### src/design/kv_request_frame_parser_assert.svh
// assertion macros shared by the request parser rtl
// used inside modules only, no other dependencies
`ifndef KV_REQUEST_FRAME_PARSER_ASSERT_SVH
`define KV_REQUEST_FRAME_PARSER_ASSERT_SVH

// property checked at every clock edge outside reset
`define KVRFP_ASSERT(label, clk, rst, prop, msg) \
   label: assert property (@(posedge clk) disable iff (rst) (prop)) else $error(msg);

// consequent checked in the cycle after the antecedent
`define KVRFP_ASSERT_NEXT(label, clk, rst, pre, post, msg) \
   label: assert property (@(posedge clk) disable iff (rst) (pre) |=> (post)) else $error(msg);

`endif

### src/design/kvrfp_pkg.sv
// codes, widths and field indexes of the key-value request parser
// no dependencies
package kvrfp_pkg;

   localparam int DATA_BITS     = 8;
   localparam int WORD_BITS     = 64;
   localparam int RSP_DATA_BITS = 208;

   localparam logic [2:0] STATUS_NEED_MORE   = 3'd0;
   localparam logic [2:0] STATUS_COMPLETE    = 3'd1;
   localparam logic [2:0] STATUS_BAD_VERSION = 3'd2;
   localparam logic [2:0] STATUS_BAD_COMMAND = 3'd3;
   localparam logic [2:0] STATUS_DROPPED     = 3'd4;

   localparam logic [2:0] KIND_VERSION   = 3'd0;
   localparam logic [2:0] KIND_COMMAND   = 3'd1;
   localparam logic [2:0] KIND_FLAGS     = 3'd2;
   localparam logic [2:0] KIND_KEY_LEN   = 3'd3;
   localparam logic [2:0] KIND_KEY_BYTE  = 3'd4;
   localparam logic [2:0] KIND_VALUE_LEN = 3'd5;
   localparam logic [2:0] KIND_VALUE_BYTE = 3'd6;

   localparam logic [1:0] CMD_NOP = 2'd0;
   localparam logic [1:0] CMD_GET = 2'd1;
   localparam logic [1:0] CMD_PUT = 2'd2;

   localparam logic [2:0] CMD_LAST_INDEX  = 3'd3;
   localparam logic [2:0] WORD_LAST_INDEX = 3'd7;

   localparam logic [DATA_BITS-1:0] VERSION_OK = 8'd0;
   localparam logic [DATA_BITS-1:0] BYTE_ZERO  = 8'd0;

endpackage

### src/design/kv_request_frame_parser.sv
// key-value request frame parser, top level and only module
// depends on kvrfp_pkg and kv_request_frame_parser_assert.svh

// Parses a key-value request stream one byte per transfer: a version byte (must be 0),
// a 4-byte big-endian command (nop, get, put), 8-byte flags, an 8-byte key length, the
// key bytes and, for nop and put, an 8-byte value length and the value bytes. Every input
// transfer yields exactly one output transfer that classifies the byte, passes it through
// and reports the running header values; a zero length is read again from the next 8
// bytes. A bad version or command latches an error and every later byte reports dropped
// until a byte arrives with the new-connection flag set, which clears the parser first.
// Throughput is one byte per clock cycle while the output is read: the parser state
// is updated by one short step between the state registers and the output register, and
// a new byte is taken whenever the output register is empty or being read in that cycle.
// Lengths keep their low LENGTH_BITS bits and are reported zero-extended to 64 bits.

`include "kv_request_frame_parser_assert.svh"

module kv_request_frame_parser
   import kvrfp_pkg::*;
#(
   parameter int LENGTH_BITS = 64
) (
   input  logic                     clock,
   input  logic                     reset,
   input  logic                     req_tvalid,
   output logic                     req_tready,
   input  logic [DATA_BITS-1:0]     req_tdata,   // data_byte
   input  logic                     req_tuser,   // new_connection
   output logic                     rsp_tvalid,
   input  logic                     rsp_tready,
   // status, byte_out, command_code, request_flags, key_length, value_length, zero pad
   output logic [RSP_DATA_BITS-1:0] rsp_tdata,
   output logic [2:0]               rsp_tuser,   // field_kind
   output logic                     rsp_tlast    // field_last
);

   typedef enum logic [2:0] {
      PH_VERSION,
      PH_COMMAND,
      PH_FLAGS,
      PH_KEYLEN,
      PH_KEY,
      PH_VALLEN,
      PH_VALUE
   } phase_type;

   typedef logic [LENGTH_BITS-1:0] len_type;

   phase_type             phase_ff, phase_in, cur_phase;
   logic [2:0]            count_ff, count_in, cur_count;
   logic [1:0]            command_ff, command_in, cur_command;
   logic [WORD_BITS-1:0]  flags_ff, flags_in, cur_flags;
   len_type               key_len_ff, key_len_in, cur_key_len;
   len_type               key_left_ff, key_left_in, cur_key_left;
   len_type               val_len_ff, val_len_in, cur_val_len;
   len_type               val_left_ff, val_left_in, cur_val_left;
   logic                  error_ff, error_in, cur_error;
   logic                  cmd_high_ff, cmd_high_in, cur_cmd_high;

   logic                  rsp_valid_ff;
   logic [2:0]            rsp_status_ff, rsp_status_in;
   logic [2:0]            rsp_kind_ff, rsp_kind_in;
   logic [DATA_BITS-1:0]  rsp_byte_ff;
   logic                  rsp_last_ff, rsp_last_in;

   logic                  accept;
   logic [DATA_BITS-1:0]  data_byte;
   logic [WORD_BITS-1:0]  flags_base;
   len_type               key_len_base, val_len_base, key_left_dec, val_left_dec;

   assign req_tready = !rsp_valid_ff || rsp_tready;
   assign accept     = req_tvalid && req_tready;
   assign data_byte  = req_tdata;

   // a new connection clears the parser before the byte is taken
   always_comb begin
      if (req_tuser) begin
         cur_phase    = PH_VERSION;
         cur_count    = '0;
         cur_command  = CMD_NOP;
         cur_flags    = '0;
         cur_key_len  = '0;
         cur_key_left = '0;
         cur_val_len  = '0;
         cur_val_left = '0;
         cur_error    = 1'b0;
         cur_cmd_high = 1'b0;
      end else begin
         cur_phase    = phase_ff;
         cur_count    = count_ff;
         cur_command  = command_ff;
         cur_flags    = flags_ff;
         cur_key_len  = key_len_ff;
         cur_key_left = key_left_ff;
         cur_val_len  = val_len_ff;
         cur_val_left = val_left_ff;
         cur_error    = error_ff;
         cur_cmd_high = cmd_high_ff;
      end
   end

   assign flags_base   = (cur_count != '0) ? cur_flags : '0;
   assign key_len_base = (cur_count != '0) ? cur_key_len : '0;
   assign val_len_base = (cur_count != '0) ? cur_val_len : '0;
   assign key_left_dec = (cur_key_left != '0) ? cur_key_left - len_type'(1) : cur_key_left;
   assign val_left_dec = (cur_val_left != '0) ? cur_val_left - len_type'(1) : cur_val_left;

   always_comb begin
      phase_in      = cur_phase;
      count_in      = cur_count;
      command_in    = cur_command;
      flags_in      = cur_flags;
      key_len_in    = cur_key_len;
      key_left_in   = cur_key_left;
      val_len_in    = cur_val_len;
      val_left_in   = cur_val_left;
      error_in      = cur_error;
      cmd_high_in   = cur_cmd_high;
      rsp_status_in = STATUS_NEED_MORE;
      rsp_kind_in   = KIND_VERSION;
      rsp_last_in   = 1'b0;

      if (cur_error) begin
         rsp_status_in = STATUS_DROPPED;
      end else begin
         unique case (cur_phase)
            PH_COMMAND: begin
               rsp_kind_in = KIND_COMMAND;
               if (cur_count < CMD_LAST_INDEX) begin
                  if (data_byte != BYTE_ZERO) begin
                     cmd_high_in = 1'b1;
                  end
                  count_in = cur_count + 3'd1;
               end else begin
                  rsp_last_in = 1'b1;
                  if (cur_cmd_high || data_byte > DATA_BITS'(CMD_PUT)) begin
                     rsp_status_in = STATUS_BAD_COMMAND;
                     error_in      = 1'b1;
                  end else begin
                     command_in = data_byte[1:0];
                     phase_in   = PH_FLAGS;
                  end
                  count_in    = '0;
                  cmd_high_in = 1'b0;
               end
            end
            PH_FLAGS: begin
               rsp_kind_in = KIND_FLAGS;
               flags_in    = WORD_BITS'({flags_base, data_byte});
               if (cur_count == WORD_LAST_INDEX) begin
                  rsp_last_in = 1'b1;
                  count_in    = '0;
                  phase_in    = PH_KEYLEN;
               end else begin
                  count_in = cur_count + 3'd1;
               end
            end
            PH_KEYLEN: begin
               rsp_kind_in = KIND_KEY_LEN;
               key_len_in  = LENGTH_BITS'({key_len_base, data_byte});
               if (cur_count == WORD_LAST_INDEX) begin
                  rsp_last_in = 1'b1;
                  count_in    = '0;
                  if (key_len_in != '0) begin
                     key_left_in = key_len_in;
                     phase_in    = PH_KEY;
                  end
               end else begin
                  count_in = cur_count + 3'd1;
               end
            end
            PH_KEY: begin
               rsp_kind_in = KIND_KEY_BYTE;
               key_left_in = key_left_dec;
               if (key_left_dec == '0) begin
                  rsp_last_in = 1'b1;
                  if (cur_command == CMD_GET) begin
                     rsp_status_in = STATUS_COMPLETE;
                     phase_in      = PH_VERSION;
                  end else begin
                     phase_in = PH_VALLEN;
                  end
               end
            end
            PH_VALLEN: begin
               rsp_kind_in = KIND_VALUE_LEN;
               val_len_in  = LENGTH_BITS'({val_len_base, data_byte});
               if (cur_count == WORD_LAST_INDEX) begin
                  rsp_last_in = 1'b1;
                  count_in    = '0;
                  if (val_len_in != '0) begin
                     val_left_in = val_len_in;
                     phase_in    = PH_VALUE;
                  end
               end else begin
                  count_in = cur_count + 3'd1;
               end
            end
            PH_VALUE: begin
               rsp_kind_in = KIND_VALUE_BYTE;
               val_left_in = val_left_dec;
               if (val_left_dec == '0) begin
                  rsp_last_in   = 1'b1;
                  rsp_status_in = STATUS_COMPLETE;
                  phase_in      = PH_VERSION;
               end
            end
            default: begin
               // version byte, also taken for the unused phase code
               rsp_kind_in = KIND_VERSION;
               rsp_last_in = 1'b1;
               command_in  = CMD_NOP;
               flags_in    = '0;
               key_len_in  = '0;
               key_left_in = '0;
               val_len_in  = '0;
               val_left_in = '0;
               count_in    = '0;
               cmd_high_in = 1'b0;
               if (data_byte != VERSION_OK) begin
                  rsp_status_in = STATUS_BAD_VERSION;
                  error_in      = 1'b1;
                  phase_in      = PH_VERSION;
               end else begin
                  phase_in = PH_COMMAND;
               end
            end
         endcase
      end
   end

   always_ff @(posedge clock) begin
      if (reset) begin
         phase_ff     <= PH_VERSION;
         count_ff     <= '0;
         command_ff   <= CMD_NOP;
         flags_ff     <= '0;
         key_len_ff   <= '0;
         key_left_ff  <= '0;
         val_len_ff   <= '0;
         val_left_ff  <= '0;
         error_ff     <= 1'b0;
         cmd_high_ff  <= 1'b0;
         rsp_valid_ff <= 1'b0;
      end else begin
         if (accept) begin
            phase_ff     <= phase_in;
            count_ff     <= count_in;
            command_ff   <= command_in;
            flags_ff     <= flags_in;
            key_len_ff   <= key_len_in;
            key_left_ff  <= key_left_in;
            val_len_ff   <= val_len_in;
            val_left_ff  <= val_left_in;
            error_ff     <= error_in;
            cmd_high_ff  <= cmd_high_in;
            rsp_valid_ff <= 1'b1;
         end else if (rsp_tready) begin
            rsp_valid_ff <= 1'b0;
         end
      end
      if (accept) begin
         rsp_status_ff <= rsp_status_in;
         rsp_kind_ff   <= rsp_kind_in;
         rsp_byte_ff   <= data_byte;
         rsp_last_ff   <= rsp_last_in;
      end
   end

   assign rsp_tvalid = rsp_valid_ff;
   assign rsp_tuser  = rsp_kind_ff;
   assign rsp_tlast  = rsp_last_ff;
   assign rsp_tdata  = {3'b000,
                        WORD_BITS'(val_len_ff),
                        WORD_BITS'(key_len_ff),
                        flags_ff,
                        command_ff,
                        rsp_byte_ff,
                        rsp_status_ff};

   `KVRFP_ASSERT_NEXT(a_error_drops, clock, reset, accept && error_ff && !req_tuser,
      rsp_valid_ff && rsp_status_ff == STATUS_DROPPED, "byte not dropped after error")
   `KVRFP_ASSERT_NEXT(a_accept_fills_output, clock, reset, accept, rsp_valid_ff,
      "accepted byte produced no output transfer")
   `KVRFP_ASSERT(a_complete_is_last, clock, reset,
      !(rsp_valid_ff && rsp_status_ff == STATUS_COMPLETE) || rsp_last_ff,
      "request complete without last byte of field")
   `KVRFP_ASSERT(a_count_in_header, clock, reset,
      count_ff == '0 || phase_ff == PH_COMMAND || phase_ff == PH_FLAGS ||
      phase_ff == PH_KEYLEN || phase_ff == PH_VALLEN,
      "byte count left nonzero outside a header field")

endmodule
### config.mk
export PLATFORM = sky130hd
export DESIGN_NAME = kv_request_frame_parser
export DESIGN_NICKNAME = d
export VERILOG_FILES = /design/src/design/kvrfp_pkg.sv /design/src/design/kv_request_frame_parser.sv
export VERILOG_INCLUDE_DIRS = /design/src /design/src/design
export SDC_FILE = /design/constraint.sdc
export NUM_CORES = 1
export LEC_CHECK = 0
export BUFFER_PORTS_ARGS = -buffer_cell sky130_fd_sc_hd__buf_4
export CAP_MARGIN = 20
export CORE_ASPECT_RATIO = 1.75
export CORE_UTILIZATION = 55
export CTS_CLUSTER_SIZE = 14
export DETAILED_ROUTE_END_ITERATION = 16
export PLACE_DENSITY_LB_ADDON = 0.08
export SETUP_SLACK_MARGIN = 0.05
export SLEW_MARGIN = 10
export SYNTH_ARGS = -nofsm -noshare
export SYNTH_HDL_FRONTEND = slang
export SYNTH_SLANG_ARGS = --single-unit
### constraint.sdc
create_clock -name clock -period 8.55 [get_ports clock]
set_clock_uncertainty 0.15 [all_clocks]
set_input_delay 1.2825 -clock clock [delete_from_list [all_inputs] [get_ports clock]]
set_output_delay 1.2825 -clock clock [all_outputs]
set_load 0.05 [all_outputs]
* Yosys cells after proc, flatten, opt, wreduce, memory -nomap -nowiden
Index checks and enable logic that the tools add are counted.
W data, S select, Z words.
** Operators by class
- Mux-type cells :: 74
- Order comparisons :: 2
- $add $sub $neg :: 3
- Reductions and logical operators :: 21
- Eq/ne operators :: 8
** Operators with widths (number)
- $mux W64 :: 16
- $pmux W64 S2 :: 3
- $pmux W64 S3 :: 2
- $reduce_bool A64 Y1 :: 4
- $mux W56 :: 3
- $logic_not A64 Y1 :: 2
- $sub A64 B1 Y64 const B :: 2
- $mux W3 :: 16
- $pmux W3 S6 :: 2
- $reduce_or A5 Y1 :: 4
- $mux W1 :: 19
- $mux W2 :: 7
- $eq A3 B3 Y1 const B :: 4
- $pmux W3 S3 :: 1
- $gt A8 B2 Y1 const B :: 1
- $pmux W2 S4 :: 1
- $reduce_bool A8 Y1 :: 1
- $reduce_or A4 Y1 :: 2
- $eq A3 B2 Y1 const B :: 2
- $pmux W1 S2 :: 2
- $pmux W1 S4 :: 1
- $pmux W2 S2 :: 1
- $add A3 B1 Y3 const B :: 1
- $eq A3 B1 Y1 const B :: 1
- 9 further kinds :: 10
** Storage, ports and cells
- Register bits :: 346
- Input port bits :: 13
- Logic and storage cells :: 123

* Logic depth before layout (Yosys ltp)
Gate-level depths: netlist (run 1).
- Depth in word-level cells :: 8
- Mapped depth :: 26
- Mapped depth without buffers :: 14

* Worst setup path before layout (run 1)
No wires, ideal clock.
- Path type :: input to register
- Start :: input req_tuser
- End :: register phase_ff[0]
- Required time :: 8.297 ns
- Stages on the path :: 23
- Setup time :: 0.103 ns
- Buffers on the path :: 9
- Path slack :: 1.555 ns
- Arrival time :: 6.742 ns
- Cells stage by stage :: clkbuf_1 -> buf_2 -> inv_1 -> buf_1 -> clkbuf_1 -> buf_2 -> buf_2 -> buf_2 -> clkbuf_1 -> clkbuf_1 -> nand2_1 -> ha_1 -> nor4b_1 -> and4_1 -> nor2_1 -> nor3_4 -> nor3_1 -> mux2_2 -> o21ai_0 -> nand4b_1 -> nor4_4 -> nand3b_1 -> a2111oi_2
** Between the ends
- Cells in the longest elaborated chain, start to end :: 8
- Elaborated cells between the ends (all ways) :: 44
** Ends and longest elaborated chain
- start: declaration :: line kv_request_frame_parser.sv:28 : input logic req_tuser,
- parallel branches: the longest is 7 deep, another holds $sub A64 B1 Y64
- $mux W3 * :: line kv_request_frame_parser.sv:123 : if (cur_error) begin
- end signal: assignment :: line kv_request_frame_parser.sv:247 : phase_ff <= phase_in;
- end: declaration :: line kv_request_frame_parser.sv:49 : phase_type phase_ff, phase_in, cur_phase;
Every way passes the cells marked *.
A chain may end at the register's enable or synchronous reset.

* Final worst setup path (run 1)
- Start :: input req_tuser
- End :: register phase_ff[2]
The elaborated chain is that of the path after synthesis.

==> metrics.md, run 1 <==
| Metric | Value |
|---|---|
| Status | `complete, no violations` |
| Worst-skew pair later-pin latency | `approximately 0.61 ns` |
| Static Leak | `between 8 and 9 nW` |
| Hold WS | `0.354 ns` |
| Ys flop type | `dfxtp_1` |
| Die Y | `254 microns` |
| Multi-input gate area | `11900 sq um` |
| Crit path launch type | `primary input` |
| Min-Delay Path Class | `register to register` |
| Top-area cell type share of the netlist area | `0.331` |
| Post-CTS Setup Bufs | `0` |
| CTS tree | `built` |
| Die width | `146 microns` |
| Final setup slack of the worst path | `around 2.6 ns` |
| EDFF count, synth | `15` |
| WS Path Type | `primary input to register` |
| DIE AREA | `about 37000 sq um` |
| Port bufs | `223` |
| Adder-Cell Fraction of Synth Area | `0.00313` |
| Synth Instances | `2674` |
| Final antenna-violating net count | `0` |
| Final wirelength | `89.5 mm` |
| Synth area leader | `dfxtp_1` |
| Worst Reg-to-Reg Cells | `11` |
| Share of layout cells above drive strength 1 | `0.139` |
| Final setup fails | `0` |
| Clock-pin slew on the worst setup and hold paths | `0.07 ns` |
| RSZ-0062 raised after global routing | `no` |
| Io pins | `227` |
| #FFs+latches synth | `346` |
| Max_slew headroom | `0.286` |
| Final Hold Violating Endpoints | `0` |
| GRT overflow | `0` |
| Largest net degree at the start of global routing | `147` |
| Final period util | `0.701` |
| Place WS | `2.10 ns` |
| Sw Pwr | `0.833 mW` |
| Final Critical Period | `5.99 ns` |
| Worst-path maximum fanout | `58` |
| DRC errors left | `0` |
| Commonest non-fill, non-tap cell in the layout | `nor2_1` |
| Number of max-cap violations | `0` |
| Core ar. | `35900 sq um` |
| Worst EP arrival | `6.33 ns` |
| Average routed wire per standard cell | `27.8 microns` |
| FF+latch area | `7080 sq um` |
| Hold depth | `2` |
| Mapped cell area | `20000 sq um` |
| Setup_tns | `0 ns` |
| Slew @ Worst Pin | `between 1 and 1.5 ns` |
| Ranking of synthesized cells by area | `dfxtp_1, nor2_1, a22oi_1, a21oi_1, clkbuf_1` |
| Logic pwr share | `0.070` |
| Gpl congestion | `between 1 and 1.5` |
| Launch point of the critical path | `req_tuser` |
| Via count | `~23000` |
| Synth-to-layout area growth | `13.6%` |
| HPWL after DPL | `62.2 mm` |
| Sw Ratio | `0.255` |
| Clock network fraction of total power | `0.431` |
| Mux share of post-synthesis cell area | `0.00588` |
| Post-CTS resize count | `0` |
| Post-CTS Hold Buffers | `0` |
| Initial Util | `0.557` |
| Clk buf depth | `3` |
| Xor/xnor share of the synthesized area | `0.0289` |
| Synth Area in Compound Gates | `0.282` |
| P_int | `2.44 mW` |
| Ys Warns | `0` |
| Avg Vias per Cell | `7.12` |
| CP Capture Type | `register` |
| Peak supply drop | `186 uV` |
| CTS Sinks | `346` |
| GRT Overall Usage | `0.468` |
| Fill count | `3130` |
| FFs w/ async S/R, synth | `0` |
| Pwr Total | `3.27 mW` |
| # rows | `92` |
| H-tree depth | `1` |
| Initial antenna violation count | `0` |
| Largest family of logic cells by synthesized area | `compound AO/OA/AOI/OAI gates` |
| Root Driver | `clkbuf_16` |
| Vias in the first global route | `between 20000 and 25000` |
| CTS Buf Count | `31` |
| Seq/Total Area, Yosys | `0.354` |
| Drt first pass iters | `9` |
| Most frequent cells in the layout | `nor2_1, dfxtp_1, a22oi_1, buf_4, a21oi_1` |
| RR Startpoint | `val_left_ff[8]$_SDFFE_PP0P_` |
| Post-Synth Simple-Gate Area | `0.269` |
| P per Cell Area | `144 nW/um^2` |
| Hold Startpoint | `count_ff[1]$_SDFFE_PP0P_` |
| Pins Over Slew Limit | `0` |
| Fmax | `~0.17 GHz` |
| Fin nets | `about 2700` |
| Crit path required time | `8.89 ns` |
| First-pass GRT wire length | `133 mm` |
| Yosys cell types | `96` |
| Synthesized area per cell | `between 7 and 8 sq um` |
| Drt initial violations | `between 2000 and 3000` |
| Sequential share of power | `0.499` |
flip-flops by register name, indices dropped and copies added, names as in the netlist, 2 cells and up:
signal         flops
command_ff         2
phase_ff           3
rsp_tuser          3
key_left_ff       64
val_left_ff       64
rsp_byte_ff        8
count_ff           3
val_len_ff        64
rsp_status_ff      3
flags_ff          64
key_len_ff        64
routing by layer:
metal | vias to the layer above | global-route usage | part of all wire
met5 | - | 0 | 0
met4 | 0 | 0.500 | 0.12
met3 | 556 | 0.0898 | 0.081
met2 | 1470 | 0.806 | 0.48
met1 | 10888 | 0.455 | 0.31
li1 | 9954 | - | -
power groups by stage:
stage	logic, mW	registers [mW]	clock network [mW]
after floorplan	0.129	1.68	0
after global placement	0.212	1.67	0
after detailed placement	0.215	1.67	0
after CTS	0.215	1.63	1.41
after global routing	0.236	1.63	1.47
final	0.228	1.63	1.41
cell families after synthesis:
kind of cell,after synthesis
flip-flops,346
AO/OA/AOI/OAI,830
XOR/XNOR,66
buffers and inverters,288
AND/OR/NAND/NOR,1127
adder cells (fa/ha/maj),5
multiplexers,11
other,1
stage by stage:
stage	instances	instance area (sq um)	util
floorplan	2676	20000	-
global placement	3155	21700	0.604
detailed placement	3155	21700	0.604
CTS	3209	22600	0.631
global route	3213	22700	0.632
finish	3214	22700	0.632
cell usage after synthesis (33+ instances only):
cell type  instances
o21ai_0           94
a22oi_1          277
a21oi_1          235
nand3_1           33
dfxtp_1          331
clkbuf_1         200
nor2_1           567
xnor2_1           45
nand2_1          158
buf_1             37
nor3_1            76
nor4_1            99
cell type report:
cell class | instances | area share
multi-input combinational | 2042 | 0.524
sequential | 346 | 0.312
timing repair buffer | 269 | 0.0908
clock buffer | 46 | 0.0384
tap | 470 | 0.0259
inverter | 32 | 0.00534
clock inverter | 8 | 0.00435
antenna | 1 | 0.000110
worst paths after layout:
path	to	slack (ns)
max	phase_ff[2]$_SDFFE_PP0P_	2.56
max reg2reg	phase_ff[2]$_SDFFE_PP0P_	3.09
min	count_ff[1]$_SDFFE_PP0P_	0.35
min reg2reg	count_ff[1]$_SDFFE_PP0P_	0.35
critical path, stage by stage:
cell and delay [ns]:
buf_4 0.48, buf_4 0.65, o21bai_1 0.23, o211ai_1 0.20
or2_1 0.56, nor2_2 0.75, o21ai_1 0.20, a2111o_1 0.35
nor4_1 0.48, nand4_1 0.21, nor3_2 0.34, nor2_1 0.11
o41a_1 0.42
Power figures use the tool's default switching activity.
==> run 2, diff against run 1 <==
Settings changed: CORE_UTILIZATION 55 to 54.
Clock period 8.55 ns to 5.2 ns, I/O delays scaled along.
==> run 2 against run 1 <==
  * Clock power up 77%
  * Wire length grew 2.7%
  * Combinational power increased by 71%
  * Non-clock buffer count up 65
  * Worst setup slack lost 2.3 ns
  * Critical endpoint unchanged
==> metrics.md, run 2 (synthesized netlist as in run 1, its figures left out) <==
| Metric | Value |
|---|---|
| Status | `complete, no violations` |
| FF+latch area | `7080 sq um (unchanged)` |
| Crit path launch type | `register` |
| Ant. Diodes | `0 (-1)` |
| RSZ-0062 raised after global routing | `no` |
| Core ar. | `36300 sq um (+0.96%)` |
| H-tree depth | `2 (+1)` |
| Commonest non-fill, non-tap cell in the layout | `nor2_1` |
| Clock network fraction of total power | `0.448 (+0.017)` |
| Vias in the first global route | `22463 (+3.0%)` |
| Static Leak | `8.72 nW (+4.4%)` |
| Worst-skew pair later-pin latency | `0.55 ns (-0.06 ns)` |
| Slowest CP cell | `or4b_4` |
| M1 GR Usage | `0.461 (+0.00590)` |
| First-pass GRT wire length | `137 mm (+3.6%)` |
| Min-Delay Path Class | `primary input to register` |
| Post-CTS Hold Buffers | `0 (unchanged)` |
| Drt initial violations | `2840 (+7.3%)` |
| CTS Sinks | `346 (unchanged)` |
| Hold WS | `0.355 ns (+0.00183 ns)` |
| Reg-to-reg slack, setup | `0.30 ns (-2.79 ns)` |
| Max_slew headroom | `0.250 (-0.0357)` |
| # rows | `92 (unchanged)` |
| Port bufs | `223 (unchanged)` |
| HPWL after DPL | `65.3 mm (+4.9%)` |
| Met2 global-route usage | `0.833 (+0.0269)` |
| Clock-pin slew on the worst setup and hold paths | `0.07 ns (about the same)` |
| Sw Pwr | `1.43 mW (+72%)` |
| Sequential share of power | `0.482 (-0.017)` |
| Synth-to-layout area growth | `16.9%` |
| Worst Reg-to-Reg Cells | `12 (+1)` |
| Final wirelength | `91.9 mm (+2.7%)` |
| Slew @ Worst Pin | `1.12 ns (+0.0532 ns)` |
| Pwr Total | `5.57 mW (+70%)` |
| DIE AREA | `37800 sq um (+1.8%)` |
| Most frequent cells in the layout | `nor2_1, dfxtp_1, buf_4, a22oi_1, a21oi_1` |
| Via count | `23273 (+1.8%)` |
| Fmax | `0.204 GHz` |
| Post-CTS Setup Bufs | `0 (unchanged)` |
| Post-Place Cells | `3224 (+2.2%)` |
| Drt first pass iters | `9 (unchanged)` |
| Launch point of the critical path | `key_left_ff[57]$_SDFFE_PP0P_` |
| Initial antenna violation count | `1 (+1)` |
| Final period util | `0.941` |
| Crit path required time | `5.47 ns (-3.42 ns)` |
| RR Startpoint | `key_left_ff[57]$_SDFFE_PP0P_` |
| Worst-path maximum fanout | `14 (-76%)` |
| Io pins | `227 (unchanged)` |
| Initial Util | `0.551 (-0.00530)` |
| Setup_tns | `0 ns (unchanged)` |
| WS Path Type | `register to register` |
| CP Capture Type | `register` |
| Root Driver | `clkbuf_16` |
| Gpl congestion | `1.09 (+0.30%)` |
| CTS tree | `built` |
| Avg Vias per Cell | `7.09 (-0.34%)` |
| Final Critical Period | `~4.9 ns` |
| Largest net degree at the start of global routing | `148 (+0.68%)` |
| GRT overflow | `0 (unchanged)` |
| Fill count | `3136 (+0.19%)` |
| Worst EP arrival | `5.17 ns (-1.16 ns)` |
| Most frequent CP cell | `a21oi_1` |
| Pins Over Slew Limit | `0 (unchanged)` |
| Number of max-cap violations | `0 (unchanged)` |
| Non-filler cells, final | `3282 (+2.1%)` |
| CP Capture Point | `phase_ff[2]$_SDFFE_PP0P_` |
| P_int | `4.14 mW (+70%)` |
| Sw Ratio | `0.257 (+0.00195)` |
| GR Util met3 | `0.0874 (-0.00244)` |
| Clk buf depth | `3 (unchanged)` |
| Multi-input gate area | `11900 sq um (+0.42%)` |
| Final antenna-violating net count | `0 (unchanged)` |
| Share of layout cells above drive strength 1 | `0.163 (+0.0240)` |
| Final Hold Violating Endpoints | `0 (unchanged)` |
| Post-CTS resize count | `0 (unchanged)` |
| RR Endpoint | `phase_ff[2]$_SDFFE_PP0P_` |
| Critical Path Max Stage Delay | `0.64 ns (-0.11 ns)` |
| Fin nets | `2808 (+2.5%)` |
| Die Y | `257 microns (+0.91%)` |
| Logic pwr share | `0.070 (about the same)` |
| Peak supply drop | `290 uV (+56%)` |
| Worst-path cell chain | `nor3_1 > a21oi_1 > or4b_4 > nor3_4 > buf_4 > a21oi_1 > o221a_2 > nor4b_1 > nand4_1 > nor4_4 > a21oi_1 > o41a_1` |
| GRT Overall Usage | `0.477 (+0.00926)` |
| Die width | `147 microns (+0.91%)` |
| Average routed wire per standard cell | `28.0 microns (+0.60%)` |
| P per Cell Area | `238 nW/um^2 (+66%)` |
| Fin util | `0.644 (+0.0120)` |
| DRC errors left | `0 (unchanged)` |
| CTS Buf Count | `34 (+9.7%)` |
| Final setup fails | `0 (unchanged)` |
| Most used routing layer | `met2` |
-- run 2: changes by cell type in the layout (fill, tap and decap cells not counted), sizes merged --
| cell | before | now |
|---|---|---|
| inv | 34 | 36 |
| clkinvlp | 0 | 3 |
| buf | 268 | 334 |
| diode | 1 | 0 |
| clkbuf | 47 | 45 |
-- run 2: metal layers --
| metal | share of wire | vias to the layer above |
|---|---|---|
| met5 | 0.00015 | - |
| met3 | 0.079 | 579 |
| met1 | 0.31 | 10930 |
| met4 | 0.12 | 2 |
| met2 | 0.50 | 1661 |
| li1 | - | 10101 |
-- run 2: final cells by class --
cell class | instances | share of cell area
tap | 470 | 0.0252
clock buffer | 45 | 0.0399
inverter | 32 | 0.00536
timing repair buffer | 334 | 0.109
clock inverter | 13 | 0.00632
multi-input combinational | 2042 | 0.511
sequential | 346 | 0.303
-- run 2: metrics by stage --
step	setup slack [ns]	cell area, sq um
2_1_floorplan	-0.140	20200
3_3_place_gp	0.180	22300
3_5_place_dp	0.184	22300
4_1_cts	0.414	23400
5_1_grt	0.265	23400
6_report	0.304	23400
-- run 2: worst min path at each step --
stage                                            from                           to  cells past startpoint
after global placement       count_ff[1]$_SDFFE_PP0P_     count_ff[1]$_SDFFE_PP0P_                      2
after global routing                       req_tvalid      rsp_tvalid$_SDFFE_PP0P_                      3
after floorplan              count_ff[1]$_SDFFE_PP0P_     count_ff[1]$_SDFFE_PP0P_                      2
after detailed placement  val_len_ff[59]$_SDFFE_PP0P_  val_len_ff[59]$_SDFFE_PP0P_                      2
final                                      req_tvalid      rsp_tvalid$_SDFFE_PP0P_                      3
after CTS                                  req_tvalid      rsp_tvalid$_SDFFE_PP0P_                      3
-- run 2: power groups by stage --
stage | combinational, mW | clock [mW] | sequential, mW
floorplan | 0.223 | 0 | 2.76
global placement | 0.367 | 0 | 2.74
detailed placement | 0.371 | 0 | 2.74
CTS | 0.372 | 2.50 | 2.68
global route | 0.401 | 2.61 | 2.68
finish | 0.390 | 2.50 | 2.68
-- run 2: worst max-delay path: cells and delay by family (launching register included) --
family	cells	cell delay, ns
compound gates	5	1.21
buf+inv	1	0.34
flops	1	0.41
simple gates	6	2.63
